## src/i2t_thermal_derate_core_assert.svh

```systemverilog
// Assertion macros shared by the thermal derate RTL
`ifndef I2T_THERMAL_DERATE_CORE_ASSERT_SVH
`define I2T_THERMAL_DERATE_CORE_ASSERT_SVH

// Same-cycle implication, checked outside reset
`define I2T_ASSERT_NOW(lbl, clk, rst_n, ante, cons) \
    lbl: assert property (@(posedge clk) disable iff (!rst_n) (ante) |-> (cons)) \
        else $error("i2t assertion failed");

// Next-cycle implication, checked outside reset
`define I2T_ASSERT_NEXT(lbl, clk, rst_n, ante, cons) \
    lbl: assert property (@(posedge clk) disable iff (!rst_n) (ante) |=> (cons)) \
        else $error("i2t assertion failed");

`endif

```

## src/i2t_pkg.sv

```systemverilog
package i2t_pkg;

    typedef struct packed {
        logic signed [23:0] current_sample;
        logic [23:0]        elapsed_time;
    } i2t_in_t;

    typedef struct packed {
        logic [17:0] utilisation;
        logic [16:0] derate_factor;
        logic        over_temperature;
    } i2t_out_t;

    localparam logic [1:0] CFG_ENABLE = 2'd0;
    localparam logic [1:0] CFG_ICONT  = 2'd1;
    localparam logic [1:0] CFG_TAU    = 2'd2;
    localparam logic [1:0] CFG_DBEGIN = 2'd3;

    localparam logic [16:0] Q_ONE         = 17'd65536;
    localparam logic [17:0] X_MAX         = 18'd262143;
    localparam logic [15:0] DBEGIN_RESET  = 16'd55706;
    localparam logic [15:0] DBEGIN_MAX    = 16'd64880;
    localparam logic [17:0] FAULT_SET_X   = 18'd68812;
    localparam logic [17:0] FAULT_CLR_X   = 18'd65536;

endpackage

```

## src/i2t_thermal_derate_core.sv

```systemverilog
// I2t winding thermal model with current derate and overtemperature latch.
// Input channel (in_valid/in_ready/in_data): one beat per control tick with a
// signed current sample in mA and the elapsed time in us. Output channel
// (out_valid/out_ready/out_data): one beat per input beat carrying the
// utilisation x (Q2.16), the derate multiplier (Q16) and the fault latch.
// Configuration: cfg_we/cfg_addr/cfg_wdata write enable, Icont, tau and the
// derate start point; write only while the block is idle.
// Sequencing: a cold-state beat goes straight to write-back; any other beat
// may pass through the shared bit-serial shift-add
// multiplier (24 steps for both squares, 17 for the lag product) and the
// shared radix-2 restoring divider (18 steps for the target, 16 for the lag
// weight, 16 for derate), between setup and write-back.
// One beat is worked on at a time; in_ready is high only while idle, so the
// next beat is taken only once the current one reaches the output register.
// The result sits in an output register, so a new beat is taken while the
// previous result still waits; a stalled receiver only holds back the next
// result from leaving the sequencer.
// Reset clears x and the latch, sets derate to 1.0, disables protection and
// loads the derate start point with 0.85.
module i2t_thermal_derate_core
    import i2t_pkg::*;
(
    input  logic        clk,
    input  logic        rst_n,
    input  logic        cfg_we,
    input  logic [1:0]  cfg_addr,
    input  logic [31:0] cfg_wdata,
    input  logic        in_valid,
    output logic        in_ready,
    input  i2t_in_t     in_data,
    output logic        out_valid,
    input  logic        out_ready,
    output i2t_out_t    out_data
);

    typedef enum logic [3:0] {
        ST_IDLE, ST_SQ, ST_TLOAD, ST_TDIV, ST_APREP, ST_ADIV,
        ST_MPREP, ST_MUL, ST_FIN, ST_DPREP, ST_DDIV, ST_DONE
    } state_t;

    state_t state_reg;

    // configuration
    logic        enable_reg;
    logic [22:0] icont_reg;
    logic [31:0] tau_reg;
    logic [15:0] dbegin_reg;

    // thermal state
    logic [17:0] heat_reg;
    logic [16:0] mult_reg;
    logic        latch_reg;

    // datapath
    logic [4:0]         cnt_reg;
    logic [23:0]        dt_reg;
    logic [23:0]        mag_reg;
    logic [46:0]        mcand_a_reg;
    logic [46:0]        acc_a_reg;
    logic [22:0]        ic_reg;
    logic [45:0]        mcand_b_reg;
    logic [45:0]        acc_b_reg;
    logic [45:0]        rem_reg;
    logic [45:0]        div_reg;
    logic [17:0]        feed_reg;
    logic [17:0]        quo_reg;
    logic [17:0]        target_reg;
    logic [16:0]        a_reg;
    logic signed [36:0] delta_reg;
    logic signed [36:0] prod_reg;
    logic [17:0]        x_reg;

    i2t_out_t out_reg;
    logic     out_valid_reg;

    // one restoring division step
    logic [46:0] rem_shift;
    logic [47:0] rem_sub;
    logic        div_ge;
    logic [45:0] rem_step;
    logic [17:0] quo_step;

    assign rem_shift = {rem_reg, feed_reg[17]};
    assign rem_sub   = {1'b0, rem_shift} - {2'b00, div_reg};
    assign div_ge    = !rem_sub[47];
    assign rem_step  = div_ge ? rem_sub[45:0] : rem_shift[45:0];
    assign quo_step  = {quo_reg[16:0], div_ge};

    // input decode
    logic        cold_in;
    logic [23:0] mag_in;

    assign cold_in = !enable_reg || (icont_reg == 23'd0) || (in_data.elapsed_time == 24'd0);
    assign mag_in  = in_data.current_sample[23]
                   ? (~in_data.current_sample + 24'd1) : in_data.current_sample;

    // lag update: x + floor(a*(target-x)/65536)
    logic signed [21:0] lag_sum;
    logic signed [36:0] prod_shr;

    assign prod_shr = prod_reg >>> 16;
    assign lag_sum  = $signed({4'b0000, heat_reg}) + prod_shr[21:0];

    logic saturated;
    assign saturated = {1'b0, acc_a_reg} >= {acc_b_reg, 2'b00};

    assign in_ready  = (state_reg == ST_IDLE);
    assign out_valid = out_valid_reg;
    assign out_data  = out_reg;

    always_ff @(posedge clk or negedge rst_n)
    begin
        if (!rst_n)
        begin
            state_reg     <= ST_IDLE;
            enable_reg    <= 1'b0;
            icont_reg     <= '0;
            tau_reg       <= '0;
            dbegin_reg    <= DBEGIN_RESET;
            heat_reg      <= '0;
            mult_reg      <= Q_ONE;
            latch_reg     <= 1'b0;
            cnt_reg       <= '0;
            dt_reg        <= '0;
            mag_reg       <= '0;
            mcand_a_reg   <= '0;
            acc_a_reg     <= '0;
            ic_reg        <= '0;
            mcand_b_reg   <= '0;
            acc_b_reg     <= '0;
            rem_reg       <= '0;
            div_reg       <= '0;
            feed_reg      <= '0;
            quo_reg       <= '0;
            target_reg    <= '0;
            a_reg         <= '0;
            delta_reg     <= '0;
            prod_reg      <= '0;
            x_reg         <= '0;
            out_reg       <= '0;
            out_valid_reg <= 1'b0;
        end
        else
        begin
            if (cfg_we)
            begin
                unique case (cfg_addr)
                    CFG_ENABLE: enable_reg <= cfg_wdata[0];
                    CFG_ICONT:  icont_reg  <= cfg_wdata[22:0];
                    CFG_TAU:    tau_reg    <= cfg_wdata;
                    CFG_DBEGIN: dbegin_reg <= (cfg_wdata[15:0] > DBEGIN_MAX)
                                              ? DBEGIN_MAX : cfg_wdata[15:0];
                    default:    ;
                endcase
            end

            // drop the result once taken, unless the next one is loaded now
            if (out_valid_reg && out_ready && (state_reg != ST_DONE))
            begin
                out_valid_reg <= 1'b0;
            end

            unique case (state_reg)
                ST_IDLE:
                begin
                    if (in_valid)
                    begin
                        dt_reg <= in_data.elapsed_time;
                        if (cold_in)
                        begin
                            heat_reg  <= '0;
                            mult_reg  <= Q_ONE;
                            latch_reg <= 1'b0;
                            state_reg <= ST_DONE;
                        end
                        else
                        begin
                            mag_reg     <= mag_in;
                            mcand_a_reg <= {23'd0, mag_in};
                            acc_a_reg   <= '0;
                            ic_reg      <= icont_reg;
                            mcand_b_reg <= {23'd0, icont_reg};
                            acc_b_reg   <= '0;
                            cnt_reg     <= '0;
                            state_reg   <= ST_SQ;
                        end
                    end
                end
                ST_SQ:
                begin
                    // square I and Icont together, one multiplier bit a cycle
                    if (mag_reg[0])
                    begin
                        acc_a_reg <= acc_a_reg + mcand_a_reg;
                    end
                    if (ic_reg[0])
                    begin
                        acc_b_reg <= acc_b_reg + mcand_b_reg;
                    end
                    mag_reg     <= mag_reg >> 1;
                    ic_reg      <= ic_reg >> 1;
                    mcand_a_reg <= mcand_a_reg << 1;
                    mcand_b_reg <= mcand_b_reg << 1;
                    cnt_reg     <= cnt_reg + 5'd1;
                    if (cnt_reg == 5'd23)
                    begin
                        state_reg <= ST_TLOAD;
                    end
                end
                ST_TLOAD:
                begin
                    if (saturated)
                    begin
                        target_reg <= X_MAX;
                        state_reg  <= ST_APREP;
                    end
                    else
                    begin
                        rem_reg   <= {1'b0, acc_a_reg[46:2]};
                        feed_reg  <= {acc_a_reg[1:0], 16'd0};
                        div_reg   <= acc_b_reg;
                        quo_reg   <= '0;
                        cnt_reg   <= '0;
                        state_reg <= ST_TDIV;
                    end
                end
                ST_TDIV:
                begin
                    rem_reg  <= rem_step;
                    quo_reg  <= quo_step;
                    feed_reg <= feed_reg << 1;
                    cnt_reg  <= cnt_reg + 5'd1;
                    if (cnt_reg == 5'd17)
                    begin
                        target_reg <= quo_step;
                        state_reg  <= ST_APREP;
                    end
                end
                ST_APREP:
                begin
                    if (tau_reg == 32'd0)
                    begin
                        x_reg     <= target_reg;
                        state_reg <= ST_DPREP;
                    end
                    else if ({8'd0, dt_reg} >= tau_reg)
                    begin
                        a_reg     <= Q_ONE;
                        state_reg <= ST_MPREP;
                    end
                    else
                    begin
                        rem_reg   <= {22'd0, dt_reg};
                        div_reg   <= {14'd0, tau_reg};
                        feed_reg  <= '0;
                        quo_reg   <= '0;
                        cnt_reg   <= '0;
                        state_reg <= ST_ADIV;
                    end
                end
                ST_ADIV:
                begin
                    rem_reg <= rem_step;
                    quo_reg <= quo_step;
                    cnt_reg <= cnt_reg + 5'd1;
                    if (cnt_reg == 5'd15)
                    begin
                        a_reg     <= {1'b0, quo_step[15:0]};
                        state_reg <= ST_MPREP;
                    end
                end
                ST_MPREP:
                begin
                    delta_reg <= $signed({19'd0, target_reg}) - $signed({19'd0, heat_reg});
                    prod_reg  <= '0;
                    cnt_reg   <= '0;
                    state_reg <= ST_MUL;
                end
                ST_MUL:
                begin
                    // a is unsigned, so add shifted signed delta per set bit
                    if (a_reg[0])
                    begin
                        prod_reg <= prod_reg + delta_reg;
                    end
                    a_reg     <= a_reg >> 1;
                    delta_reg <= delta_reg <<< 1;
                    cnt_reg   <= cnt_reg + 5'd1;
                    if (cnt_reg == 5'd16)
                    begin
                        state_reg <= ST_FIN;
                    end
                end
                ST_FIN:
                begin
                    priority if (lag_sum < 0)
                    begin
                        x_reg <= '0;
                    end
                    else if (lag_sum > $signed({4'b0000, X_MAX}))
                    begin
                        x_reg <= X_MAX;
                    end
                    else
                    begin
                        x_reg <= lag_sum[17:0];
                    end
                    state_reg <= ST_DPREP;
                end
                ST_DPREP:
                begin
                    heat_reg <= x_reg;
                    priority if (x_reg >= FAULT_SET_X)
                    begin
                        latch_reg <= 1'b1;
                    end
                    else if (x_reg < FAULT_CLR_X)
                    begin
                        latch_reg <= 1'b0;
                    end
                    priority if (x_reg <= {2'b00, dbegin_reg})
                    begin
                        mult_reg  <= Q_ONE;
                        state_reg <= ST_DONE;
                    end
                    else if (x_reg >= {1'b0, Q_ONE})
                    begin
                        mult_reg  <= '0;
                        state_reg <= ST_DONE;
                    end
                    else
                    begin
                        rem_reg   <= {28'd0, ({1'b0, Q_ONE} - x_reg)};
                        div_reg   <= {29'd0, (Q_ONE - {1'b0, dbegin_reg})};
                        feed_reg  <= '0;
                        quo_reg   <= '0;
                        cnt_reg   <= '0;
                        state_reg <= ST_DDIV;
                    end
                end
                ST_DDIV:
                begin
                    rem_reg <= rem_step;
                    quo_reg <= quo_step;
                    cnt_reg <= cnt_reg + 5'd1;
                    if (cnt_reg == 5'd15)
                    begin
                        mult_reg  <= {1'b0, quo_step[15:0]};
                        state_reg <= ST_DONE;
                    end
                end
                ST_DONE:
                begin
                    // hold until the output register is free
                    if (!out_valid_reg || out_ready)
                    begin
                        out_reg.utilisation      <= heat_reg;
                        out_reg.derate_factor    <= mult_reg;
                        out_reg.over_temperature <= latch_reg;
                        out_valid_reg            <= 1'b1;
                        state_reg                <= ST_IDLE;
                    end
                end
                default:
                begin
                    state_reg <= ST_IDLE;
                end
            endcase
        end
    end

`include "i2t_thermal_derate_core_assert.svh"

    `I2T_ASSERT_NEXT(a_busy_after_accept, clk, rst_n, in_valid && in_ready, !in_ready)
    `I2T_ASSERT_NOW(a_target_rem_below_div, clk, rst_n, state_reg == ST_TDIV,
        rem_reg < div_reg)
    `I2T_ASSERT_NOW(a_fault_means_no_drive, clk, rst_n,
        out_valid && out_data.over_temperature, out_data.derate_factor == 17'd0)
    `I2T_ASSERT_NOW(a_cool_means_full_drive, clk, rst_n,
        out_valid && (out_data.utilisation == 18'd0), out_data.derate_factor == Q_ONE)

endmodule

```

## config.mk

```make
export PLATFORM = sky130hd
export DESIGN_NAME = i2t_thermal_derate_core
export DESIGN_NICKNAME = d
export VERILOG_FILES = /design/src/i2t_pkg.sv /design/src/i2t_thermal_derate_core.sv
export VERILOG_INCLUDE_DIRS = /design/src /design/src/src
export SDC_FILE = /design/constraint.sdc
export NUM_CORES = 2
export LEC_CHECK = 0
export BUFFER_PORTS_ARGS = -buffer_cell sky130_fd_sc_hd__buf_2
export CAP_MARGIN = 15
export CELL_PAD_IN_SITES_DETAIL_PLACEMENT = 0
export CELL_PAD_IN_SITES_GLOBAL_PLACEMENT = 1
export CORE_UTILIZATION = 40
export CTS_CLUSTER_SIZE = 20
export DETAILED_ROUTE_END_ITERATION = 6
export PLACE_DENSITY_LB_ADDON = 0.1
export SYNTH_ARGS = -nofsm -noshare
export SYNTH_HDL_FRONTEND = slang
export SYNTH_SLANG_ARGS = --single-unit
```

## constraint.sdc

```tcl
create_clock -name clk -period 3.62 [get_ports clk]
set_input_delay 0.543 -clock clk [delete_from_list [all_inputs] [get_ports clk]]
set_output_delay 0.543 -clock clk [all_outputs]
set_load 0.005 [all_outputs]
```

=== Word level (Yosys, flattened, before mapping) ===
Cells that the tools add are included.

* Output and inout port bits: 38
* Bits in latches: 0
* Memories kept: 0
* Register bits after elaboration: 665
* Bits in read-only memories: 0
* Input port bits: 87
* Logic and storage cells: 232
* Memory bits (writable): 0

* Equality and inequality tests: 41
* Divide/modulo/power cells: 0
* Multipliers: 0
* $add $sub $neg: 10
* Multiplexer cells: 95
* Bitwise gates (word level): 1
* Shift operators: 0
* Reductions and logical operators: 47
* $lt $le $gt $ge: 9

{| class="wikitable"
|+ Operators by type and width
! kind !! count
|-
| 46-bit 2-to-1 mux || 16
|-
| 47-bit 2-to-1 mux || 5
|-
| 18-bit 2-to-1 mux || 12
|-
| 47-bit one-hot mux with 2 select lines || 2
|-
| 46-bit one-hot mux with 2 select lines || 2
|-
| 46-bit one-hot mux with 4 select lines || 1
|-
| 37-bit one-hot mux with 2 select lines || 2
|-
| 46-bit one-hot mux with 3 select lines || 1
|-
| 17-bit 2-to-1 mux || 8
|-
| 18-bit one-hot mux with 2 select lines || 3
|-
| 17-bit one-hot mux with 3 select lines || 2
|-
| 24-bit 2-to-1 mux || 3
|-
| 18-bit one-hot mux with 4 select lines || 1
|-
| 17-bit one-hot mux with 4 select lines || 1
|-
| 47-bit by 48-bit greater-or-equal comparator with 1-bit output || 1
|-
| 24-bit one-hot mux with 2 select lines || 1
|-
| 4-bit one-hot mux with 12 select lines || 1
|-
| 47-bit by 46-bit subtractor with 48-bit output || 1
|-
| 47-bit adder || 1
|-
| 46-bit adder || 1
|-
| 23-bit 2-to-1 mux || 2
|-
| 23-bit one-hot mux with 2 select lines || 1
|-
| 2-bit != test (second input constant) || 19
|-
| 37-bit adder || 1
|-
| other kinds (55) || 115
|}

=== Logic depth before layout (Yosys ltp) ===
* Depth after elaboration: 6
* Mapped depth: 16
* Depth with buffers taken out: 15

=== Least setup slack after synthesis ===
OpenSTA, ideal clock, no wires.

* Path type: register -> register
* Start: reg heat_reg[0]
* End: reg delta_reg[26]
* Data required time: 3.479 ns
* Slack: 0.296 ns
* Cell stages (with the launch flop): 13
* Period minus slack after synthesis: 3.324 ns
* Data arrival time: 3.183 ns
* Cell sequence: dfrtp_1 > ha_1 > fa_1 > nor2b_1 > o21ai_0 > a21boi_0 > o21ai_0 > a211o_1 > a31oi_1 > o21ai_0 > o31ai_1 > clkbuf_1 > nand3_1

* Cells in the longest elaborated chain, start to end: 2

{| class="wikitable"
|+ Ends and longest elaborated chain
! item !! RTL line !! source
|-
| start: declaration || i2t_thermal_derate_core.sv:50 || <nowiki>logic [17:0] heat_reg;</nowiki>
|-
| start signal: assignment || i2t_thermal_derate_core.sv:312 || <nowiki>heat_reg <= x_reg;</nowiki>
|-
| 18-bit by 18-bit subtractor with 19-bit output || i2t_thermal_derate_core.sv:274 || <nowiki>delta_reg <= $signed({19'd0, target_reg}) - $signed({19'd0, heat_reg});</nowiki>
|-
| 37-bit one-hot mux with 2 select lines || i2t_thermal_derate_core.sv:163 || <nowiki>unique case (state_reg)</nowiki>
|-
| end signal: assignment || i2t_thermal_derate_core.sv:274 ||
|-
| end signal: assignment || i2t_thermal_derate_core.sv:287 || <nowiki>delta_reg <= delta_reg <<< 1;</nowiki>
|-
| end: declaration || i2t_thermal_derate_core.sv:69 || <nowiki>logic signed [36:0] delta_reg;</nowiki>
|}

No other way between the ends.
A chain may end at the register's enable or synchronous reset.

=== Worst setup path in the final report ===
* Start: reg rem_reg[6]
* End: reg rem_reg[10]

* Cells in the longest elaborated chain, start to end: 3

{| class="wikitable"
|+ Ends and longest elaborated chain
! item !! RTL line !! source
|-
| start: declaration || i2t_thermal_derate_core.sv:63 || <nowiki>logic [45:0] rem_reg;</nowiki>
|-
| start signal: assignment || i2t_thermal_derate_core.sv:219 || <nowiki>rem_reg <= {1'b0, acc_a_reg[46:2]};</nowiki>
|-
| start signal: assignment || i2t_thermal_derate_core.sv:229 || <nowiki>rem_reg <= rem_step;</nowiki>
|-
| start signal: assignment || i2t_thermal_derate_core.sv:253 || <nowiki>rem_reg <= {22'd0, dt_reg};</nowiki>
|-
| 47-bit by 46-bit subtractor with 48-bit output || i2t_thermal_derate_core.sv:84 || <nowiki>assign rem_sub = {1'b0, rem_shift} - {2'b00, div_reg};</nowiki>
|-
| 46-bit 2-to-1 mux || i2t_thermal_derate_core.sv:86 || <nowiki>assign rem_step = div_ge ? rem_sub[45:0] : rem_shift[45:0];</nowiki>
|-
| 46-bit one-hot mux with 4 select lines || i2t_thermal_derate_core.sv:163 ||
|}

No other way between the ends.

==> results.cfg <==
[drt]
antenna_left = 0
drc = 12
drt_iter0_drc = 2456
wl_um = 137000
met3WireLength_um = 5240
firstDrtPassIters = 7
wire_per_inst_um = 21.5
viasPerCell = 5.60
met1Wirelength_um = 62200
route.vias.total = 35606
routed.top_layer = met4
wl_met2_um = 64200

[layout]
areaGrowthSynthToFinish_pct = 18.8
finalNonFillerCells = 6354
post-route-util = 0.482
drive_gt1_frac = 0.163
final_nets = 5326
diodes = 0
fin_area_mm2 = 0.0485

[timing]
worst_clock_skew_ns = 0.0288
worst_slack_ns = 0.0358
maxSlewViolCount = 0
tns_ns = 0
rsz0062_at_grt = yes
hold_viol = 0
relSlewSlack = 0.476
period_needed_ns = 3.58
tightest_slew_ns = 0.786
setup_viol = 0
fin_crit_sh = 0.990
fmax_ghz = 0.279

[power_and_ir_drop]
peakVddDrop_v = 0.000531
p_leak_nw = 22.7
power_density_mw_per_mm2 = 1000

[critical_path]
crit_fanout = 6
start_kind = register
crit_arrival_ns = 4.12
cp_cell_sequence = ha_4 > nand4_1 > a211oi_4 > o31ai_4 > a211oi_4 > o311ai_4 > a2111oi_4 > o31ai_2 > nand2_2 > buf_12 > buf_6 > mux2i_1 > o21ai_0 > mux2_2
endpoint_kind = register
slowest_stage = dfrtp_1
crit_type = reg2reg
crit_path_max_incr_delay_ns = 0.43
worst_path_most_repeated_cell = a211oi_4
path_buf_inv = 2
crit_family = compound AO/OA/AOI/OAI gates
worstPathRequired_ns = 4.15

[placed_design]
pre_cts_ws_ns = -0.110
hpwl_um = 104000
place_congestion = 0.910
placed_cell_area_mm2 = 0.0449
placed_cells = 6182
port_buffers = 124

[logic_synthesis]
syn-instance-count = 4623
synth_seq_cells = 649
synth_nets = 5017
netlist_area_mm2 = 0.0408
yosys.cell_types.count = 88
yosysMostFrequentCell = nand2_1
synth_top_area_frac = 0.392
ys.flop_type = dfrtp_1
synth_commonest_cells = nand2_1, dfrtp_1, o21ai_0
synth_edf_count = 0
synthTopCellsByArea = dfrtp_1, ha_1, nand2_1, o21ai_0, a21oi_1
seq_area_frac_synth = 0.398
async_flop_share = 1.00
syn_avg_cell_area_um2 = 8.82
yosysWarnings = 0
yosysTopAreaCell = dfrtp_1

[clocking]
clock-sinks = 649
cts_buffers = 81
cts_buffer_depth = 3
cts_tree = yes
h-tree-depth = 3
clkLatencyLatePin_ns = 0.66
clkTransAtPathRegs_ns = 0.06
cts_root_buf = clkbuf_16

[die]
initial_core_util = 0.406
num_rows = 116
die_w_um = 321
fp.dieH_um = 321
core_area_mm2 = 0.101
io_pins = 125
dieArea_mm2 = 0.103

[status]
status = finished with violations
failed_checks = DRC

[grt]
grt_pass1_vias = 35008
grt_usage = 0.263
grt_overflow = 0
grt_max_degree = 114
antenna_found_initial = 1
grt_pass1_wl_um = 210000

[hold_path]
hold_path_class = in2reg

[job]
max_cap_viol_count = 0
==> layout by cell type, fill, tap and decap left out, drive strengths merged, types with 45 or more instances in the layout <==
cell type | netlist | routed
nand2 | 733 | 733
dfrtp | 639 | 639
o21ai | 532 | 532
buf | 15 | 439
a21oi | 322 | 322
ha | 301 | 301
nor2 | 231 | 231
inv | 223 | 223
xnor2 | 136 | 136
a21o | 119 | 119
clkbuf | 202 | 118
mux2 | 117 | 117
nand3 | 102 | 102
xor2 | 72 | 72
nor3 | 62 | 62
a22oi | 47 | 47
o31ai | 45 | 45
==> kinds of logic (layout without fill, tap and decap cells) <==
group / after synthesis / in the layout / synth area share
XOR/XNOR: 208 / 208 / 0.0447
buffers and inverters: 440 / 814 / 0.0411
multiplexers: 158 / 158 / 0.0424
AO/OA/AOI/OAI: 1460 / 1460 / 0.225
flip-flops: 649 / 649 / 0.398
adder cells (fa/ha/maj): 307 / 307 / 0.0953
AND/OR/NAND/NOR: 1401 / 1401 / 0.153
==> worst register-to-register path, cell delays in order (launching register included) <==
cell	delay, ns
dfrtp_1	0.43
ha_4	0.30
nand4_1	0.18
a211oi_4	0.29
o31ai_4	0.12
a211oi_4	0.33
o311ai_4	0.14
a2111oi_4	0.43
o31ai_2	0.13
nand2_2	0.18
buf_12	0.15
buf_6	0.13
mux2i_1	0.19
o21ai_0	0.13
mux2_2	0.32
==> metrics by stage <==
stage / hold slack [ns] / power (mW)
CTS: 0.0806 / 47.7
finish: 0.116 / 48.7
global route: 0.0980 / 52.4
global placement: 0.457 / 38.4
detailed placement: 0.458 / 38.5
floorplan: 0.247 / 29.5
==> worst paths after layout <==
| kind | startpoint | to | slack (ns) | cells after the start |
|---|---|---|---|---|
| worst min-delay path | cfg_wdata[25] | tau_reg[25] | 0.12 | 2 |
| min in group asynchronous | rst_n | out_data[2] | 0.46 | 2 |
| max in group asynchronous | rst_n | mcand_a_reg[24] | 1.94 | 4 |
| worst max register to register | rem_reg[6] | rem_reg[10] | 0.04 | 14 |
| worst max-delay path | rem_reg[6] | rem_reg[10] | 0.04 | 14 |
| worst min register to register | mag_reg[21] | mag_reg[20] | 0.47 | 2 |
==> power breakdown <==
| group | internal [mW] | switching, mW |
|---|---|---|
| sequential | 9.94 | 2.92 |
| clock | 5.49 | 3.36 |
| combinational | 11.5 | 15.4 |
| total | 27.0 | 21.7 |
==> routing by layer <==
metal | vias to the layer above | track usage
li1 | 17293 | -
met1 | 17349 | 0.359
met2 | 758 | 0.429
met3 | 206 | 0.0293
met4 | 0 | 0.0929
met5 | - | 0
==> area by class of cell <==
type	count	area, um^2
fillers	9736	52100
multi-input cells	3534	23400
inverters	223	837
clock inverters	33	492
well taps	1357	1700
clock buffers	115	2410
flip-flops and latches	649	16300
repair buffers	443	3390
==> timing repair <==
action | 4_1_cts | 5_1_grt
setup buffers | 0 | 21
pin swaps | 3 | 23
endpoints found under the setup margin | 48 | 154
endpoints found under the hold margin | 47 | 0
hold buffers | 1 | 0
gates resized for setup | 12 | 81
cloned | 0 | 4
(Power assumes the default switching activity.)
